==> config.mk <==
export PLATFORM = sky130hd
export DESIGN_NAME = aljm_div
export DESIGN_NICKNAME = d
export VERILOG_FILES = /design/src/hdl/aljm_pkg.sv /design/src/hdl/aljm_div.sv
export SDC_FILE = /design/constraint.sdc
export NUM_CORES = 1
export LEC_CHECK = 0
export BUFFER_PORTS_ARGS = -buffer_cell sky130_fd_sc_hd__buf_2
export CORE_ASPECT_RATIO = 0.5
export CORE_MARGIN = 5
export CORE_UTILIZATION = 55
export CTS_CLUSTER_SIZE = 40
export DETAILED_ROUTE_END_ITERATION = 10
export PLACE_DENSITY_LB_ADDON = 0.1
export SLEW_MARGIN = 0
export SYNTH_ARGS = -nofsm -noshare
export SYNTH_HDL_FRONTEND = slang
export SYNTH_SLANG_ARGS = --single-unit
==> constraint.sdc <==
create_clock -name clock -period 5.8 [get_ports clock]
set_input_delay 0.87 -clock clock [delete_from_list [all_inputs] [get_ports clock]]
set_output_delay 0.87 -clock clock [all_outputs]
set_load 0.005 [all_outputs]
==> src/hdl/aljm_pkg.sv <==
`default_nettype none
package aljm_pkg;

   localparam int unsigned MinInertiaSumDefault = 1;

   localparam logic [1:0] OP_PREPARE   = 2'd0;
   localparam logic [1:0] OP_SOLVE_VEL = 2'd1;
   localparam logic [1:0] OP_SOLVE_POS = 2'd2;

   localparam logic [1:0] LIM_WITHIN = 2'd0;
   localparam logic [1:0] LIM_BELOW  = 2'd1;
   localparam logic [1:0] LIM_ABOVE  = 2'd2;

   localparam logic [2:0] CSR_ENABLE  = 3'd0;
   localparam logic [2:0] CSR_REF     = 3'd1;
   localparam logic [2:0] CSR_MIN     = 3'd2;
   localparam logic [2:0] CSR_MAX     = 3'd3;
   localparam logic [2:0] CSR_SPEED   = 3'd4;
   localparam logic [2:0] CSR_TORQUE  = 3'd5;
   localparam logic [2:0] CSR_DT      = 3'd6;
   localparam logic [2:0] CSR_CORR    = 3'd7;

   typedef struct packed {
      logic [1:0]         opcode;
      logic               present_a;
      logic               dynamic_a;
      logic signed [31:0] angle_a;
      logic signed [31:0] ang_vel_a;
      logic [30:0]        inv_inertia_a;
      logic               present_b;
      logic               dynamic_b;
      logic signed [31:0] angle_b;
      logic signed [31:0] ang_vel_b;
      logic [30:0]        inv_inertia_b;
   } req_type;

   typedef struct packed {
      logic signed [31:0] new_angle_a;
      logic signed [31:0] new_ang_vel_a;
      logic signed [31:0] new_angle_b;
      logic signed [31:0] new_ang_vel_b;
      logic [1:0]         limit_status;
      logic signed [31:0] impulse_total;
   } rsp_type;

   // divider control/status
   typedef struct packed {
      logic        start;
      logic        neg;
      logic [63:0] num;
      logic [31:0] den;
   } div_cmd_type;

   typedef struct packed {
      logic        busy;
      logic        done;
      logic [63:0] quo;
   } div_sts_type;

   function automatic logic signed [31:0] sat32(input logic signed [65:0] x);
      if (x > 66'sd2147483647) return 32'sh7FFFFFFF;
      if (x < -66'sd2147483648) return 32'sh80000000;
      return x[31:0];
   endfunction

endpackage
`default_nettype wire

==> src/hdl/aljm_div.sv <==
`default_nettype none
// Restoring divider, one quotient bit per cycle, unsigned magnitude in,
// sign applied at the end (truncation toward zero).
module aljm_div (
   input  wire                   clock,
   input  wire                   reset,
   input  aljm_pkg::div_cmd_type cmd,
   output aljm_pkg::div_sts_type sts
);
   import aljm_pkg::*;

   logic [63:0] quo_ff, quo_in;
   logic [32:0] rem_ff, rem_in;
   logic [31:0] den_ff, den_in;
   logic [6:0]  cnt_ff, cnt_in;
   logic        busy_ff, busy_in, done_ff, done_in, neg_ff, neg_in;
   logic [32:0] trial;

   always_comb begin
      quo_in  = quo_ff;
      rem_in  = rem_ff;
      den_in  = den_ff;
      cnt_in  = cnt_ff;
      busy_in = busy_ff;
      neg_in  = neg_ff;
      done_in = 1'b0;
      trial   = {rem_ff[31:0], quo_ff[63]};
      if (cmd.start) begin
         quo_in  = cmd.num;
         rem_in  = '0;
         den_in  = cmd.den;
         cnt_in  = 7'd64;
         busy_in = 1'b1;
         neg_in  = cmd.neg;
      end else if (busy_ff) begin
         if (trial >= {1'b0, den_ff}) begin
            rem_in = trial - {1'b0, den_ff};
            quo_in = {quo_ff[62:0], 1'b1};
         end else begin
            rem_in = trial;
            quo_in = {quo_ff[62:0], 1'b0};
         end
         cnt_in = cnt_ff - 7'd1;
         if (cnt_ff == 7'd1) begin
            busy_in = 1'b0;
            done_in = 1'b1;
         end
      end
   end

   always_ff @(posedge clock) begin
      if (reset) begin
         busy_ff <= 1'b0;
         done_ff <= 1'b0;
         cnt_ff  <= '0;
      end else begin
         busy_ff <= busy_in;
         done_ff <= done_in;
         cnt_ff  <= cnt_in;
      end
      quo_ff <= quo_in;
      rem_ff <= rem_in;
      den_ff <= den_in;
      neg_ff <= neg_in;
   end

   assign sts.busy = busy_ff;
   assign sts.done = done_ff;
   assign sts.quo  = neg_ff ? (~quo_ff + 64'd1) : quo_ff;

endmodule
`default_nettype wire
## Word level (Yosys, flattened, before mapping)

Cells that the tools add are included.

| operators by class | value |
|---|---|
| $add $sub $neg | 3 |
| multiply operators | 0 |
| divide/modulo/power cells | 0 |
| order comparisons | 1 |
| eq/ne operators | 1 |
| shift-type cells | 0 |
| muxes and demuxes | 11 |
| bitwise gates (word level) | 2 |
| reductions and logical operators | 3 |

Operators by type and width:

| kind | number |
|---|---|
| $mux W64 | 3 |
| $add A64 B1 Y64 const B | 1 |
| $not A64 Y64 | 1 |
| $ge A33 B32 Y1 | 1 |
| $mux W32 | 1 |
| $sub A32 B32 Y32 | 1 |
| $mux W7 | 2 |
| $eq A7 B1 Y1 const B | 1 |
| $sub A7 B1 Y7 const B | 1 |
| $mux W1 | 5 |
| $reduce_or A3 Y1 | 1 |
| $reduce_bool A2 Y1 | 1 |
| $reduce_or A2 Y1 | 1 |
| $not A1 Y1 | 1 |

| storage, ports and cells | value |
|---|---|
| register bits | 138 |
| bits in latches | 0 |
| bits in writable memories | 0 |
| bits in read-only memories | 0 |
| bits of input ports | 100 |
| output and inout bits | 66 |
| word-level logic and storage cells | 29 |
| memories kept | 0 |

## Longest topological paths before layout

| depth | value |
|---|---|
| depth in word-level cells | 4 |
| gate-level depth with buffers | 14 |
| depth with buffers taken out | 12 |

## Worst setup path after synthesis

No wires, ideal clock.

| timing path | value |
|---|---|
| path kind | register to output |
| start point | register quo_ff[16] |
| end point | output port sts[51] in the netlist's numbering |
| arrival time | 3107 ps |
| required time | 4930 ps |
| path slack | 1823 ps |
| cell stages (with the launch flop) | 11 |
| buffers on the path | 2 |
| path through | edfxtp_1 -> or4_4 -> or4_1 -> or2_1 -> or3_4 -> or2_1 -> clkbuf_2 -> or3_1 -> buf_6 -> o31ai_4 -> xnor2_1 |

RTL lines:

| element | line | RTL |
|---|---|---|
| from (decl) | aljm_div.sv:12 | `logic [63:0] quo_ff, quo_in;` |
| from (signal assigned) | aljm_div.sv:61 | `quo_ff <= quo_in;` |
| to (decl) | aljm_div.sv:8 | `output aljm_pkg::div_sts_type sts` |

==> impl_metrics.ini <==
[floorplan]
dieWidth_um = 187
fp-row-count = 32
io_pins = 166
start_util_pct = 56.1
core_mm2 = 0.0154
dieHeight_um = 98.6
die_area_mm2 = 0.0184

[global_route]
grt_start_max_net_pins = 68
antenna_found_initial = 1
grt.total_usage_pct = 21.9
grt_pass1_vias = 6575
grt_overflow = 0
grt_pass1_wl_um = 33400

[critical_path]
rrSetupSlack_ns = 1.89
cpMostUsedCell = or2_1
criticalPathCategory = flop to output port
critPathSlowestCell = or3_1
r2r-start = quo_ff[63]$_DFFE_PP_
r2r-end = rem_ff[30]$_SDFFE_PP0P_
end_kind = output port
worstPathRequired_ns = 4.93
start_kind = flop
cp.buffers_inverters = 1
arrival_ns = 4.18
crit_chain = or4_4 > or4_1 > or2_1 > or3_4 > or2_1 > or3_1 > o31ai_4 > xnor2_1 > buf_2
worst-r2r-cell-count = 11
path_max_fanout = 8
crit_family = simple AND/OR/NAND/NOR gates
critPathMaxStageDelay_ns = 0.63

[finish]
nets = 1119
fin_cells = 1201
utilization_pct = 66.1
drive_above_1_share_pct = 29.3
num-fill-cells = 1237
layout-area-overhead-vs-synth_pct = 17.7

[worst_hold_path]
min-delay-start = rem_ff[21]$_SDFFE_PP0P_
holdPathStages = 2
worstHoldEndpoint = rem_ff[21]$_SDFFE_PP0P_
min_path_type = flop to flop

[synth]
netlist_top_cells_count = edfxtp_1 (97), xnor2_1 (82), nand2_1 (80)
ys_ff_latch = 138
syn-num-nets = 977
synth_top_area_cell = edfxtp_1
synth_warnings = 0
synth_flop_cell = edfxtp_1
synthTopCellsByArea = edfxtp_1 (34%), dfxtp_1 (9.5%), xnor2_1 (8.3%)
synth-edff-count = 97
ys_seq_area_share_pct = 43.3
yosys.area.top_type_share_pct = 33.8
syn-cell-area_mm2 = 0.00863
syn_area_per_cell_um2 = 10.3
synthArstFlopShare_pct = 0
synth.most_common_cell = edfxtp_1
syn_inst = 841
synth_cell_types = 60

[run_status]
status = completed

[cts]
clk_pin_slew_ns = 0.07
cts_resized = 0
cts_setup_buffers = 0
cts_root_buffer = clkbuf_16
cts_max_path_buffers = 2
htree_levels = 4
cts_hold_buf = 0
clock_latency_ns = 0.42
cts_buffers = 17
cts_sinks = 138
cts_tree = built

[timing]
setup_ws_ns = 0.753
worst_slew_pin_slew_ns = 1.16
final-setup-viol-count = 0
rsz0062_at_grt = no
slew-limit-headroom_pct = 22.7
hold_violations = 0
period_needed_ns = 5.05
clock.fmax_mhz = 198
fin_skew_ns = 0.0148
timing_max_transition_violations_final = 0
timing.final.crit_share_pct = 87.0
fin_setup_tns_ns = 0

[job]
drv_cap = 0

[detailed_routing]
drt-total-wl_um = 20600
wl_per_cell_um = 17.2
avgViaCountPerCell = 5.75
num_vias = 6908
drc = 0
ant_nets = 0
dr.pass1.iters = 5
drt-initial-drc-count = 356

[pwr]
p_total_mw = 3.06
power.density_mw_per_mm2 = 301
power.leakage_nw = 4.11
vdd_drop_max_mv = 0.173

[placement]
gp_congestion = 0.861
portBuffers = 165
dp_cells = 1168
place_ws_ns = 1.19
hpwlAfterDp_um = 14700
-- per-stage QoR --
step | instance area (um2) | hold slack, ns
after floorplan | 8630 | 0.459
after global placement | 9570 | 0.473
after detailed placement | 9570 | 0.476
after CTS | 10200 | 0.487
after global routing | 10200 | 0.515
final | 10200 | 0.484
-- how the worst max path moves through the flow --
stage | startpoint | end | slack, ns | cells past startpoint
final | quo_ff[15]$_DFFE_PP_ | sts[63] | 0.75 | 9
after global routing | quo_ff[15]$_DFFE_PP_ | sts[63] | 0.57 | 9
after CTS | quo_ff[15]$_DFFE_PP_ | sts[63] | 0.72 | 9
after detailed placement | quo_ff[15]$_DFFE_PP_ | sts[63] | 1.19 | 9
after global placement | quo_ff[16]$_DFFE_PP_ | sts[63] | 1.23 | 9
after floorplan | quo_ff[16]$_DFFE_PP_ | sts[51] | 1.82 | 10
-- cells in the final DEF, fill, tap and decap left out, types with 4 or more instances in the layout --
cell / count
xnor2_1: 82
nand2_1: 79
or4_1: 6
o2111ai_1: 4
and3_1: 5
mux2_2: 62
a21oi_1: 41
xor2_1: 11
nor4_1: 4
inv_1: 42
o31ai_1: 15
o41ai_1: 9
nor3_1: 11
inv_6: 5
or3_4: 10
ha_1: 35
buf_2: 164
o21ai_0: 43
o21ai_1: 4
a311oi_1: 20
o21a_1: 4
nand3_1: 4
dfxtp_1: 41
o31ai_4: 7
a21o_1: 16
or3_1: 13
nor2_1: 55
clkbuf_16: 17
edfxtp_1: 97
a211oi_1: 17
buf_4: 7
nand4_1: 9
nand2b_1: 5
-- state kept, by name, indices dropped and copies added (netlist names) --
| signal | cells |
|---|---|
| cnt_ff | 7 |
| neg_ff | 1 |
| quo_ff | 64 |
| done_ff | 1 |
| rem_ff | 32 |
| den_ff | 32 |
| busy_ff | 1 |
-- worst reg2reg max path, delay by kind of cell, from the launching register on --
family,cells,cell delay [ns]
AO/OA/AOI/OAI,5,2.16
adder cells (fa/ha/maj),2,0.63
buffers and inverters,1,0.07
AND/OR/NAND/NOR,3,0.47
flip-flops,1,0.47
-- layer usage --
| layer | vias to the layer above | wire (um) | global-route usage, % |
|---|---|---|---|
| met3 | 21 | 1260 | 4.88 |
| li1 | 3382 | - | - |
| met1 | 3297 | 9560 | 29.5 |
| met2 | 208 | 9520 | 36.2 |
| met4 | 0 | 264 | 5.74 |
| met5 | - | 0 | 0 |
-- power breakdown --
| group | internal [mW] | leakage, nW | switching, mW |
|---|---|---|---|
| logic | 0.333 | 2.52 | 0.388 |
| registers | 1.17 | 1.30 | 0.0894 |
| clock network | 0.608 | 0.282 | 0.471 |
-- area by class of cell --
| cell class | instances | area, um2 | share of cell area (%) |
|---|---|---|---|
| multi-input combinational | 613 | 4550 | 44.8 |
| clock inverter | 15 | 159 | 1.56 |
| timing repair buffer | 171 | 873 | 8.60 |
| sequential | 138 | 3730 | 36.8 |
| tap | 204 | 255 | 2.51 |
| inverter | 42 | 158 | 1.55 |
| antenna | 1 | 2.50 | 0.0246 |
| clock buffer | 17 | 425 | 4.19 |
-- cells by family (layout without fill, tap and decap cells) --
family / count (synthesis) / after routing / synth area share, %
and+or+nand+nor: 218 / 218 / 12.7
AOI/OAI and AO/OA: 203 / 203 / 16.9
DFF: 138 / 138 / 43.3
xor gates and xnor gates: 93 / 93 / 9.44
buffers and inverters: 90 / 245 / 4.15
muxes: 63 / 63 / 8.21
adders and majority gates: 36 / 36 / 5.31
other: 0 / 1 / 0
No activity file was read; power rests on OpenSTA's default activity.
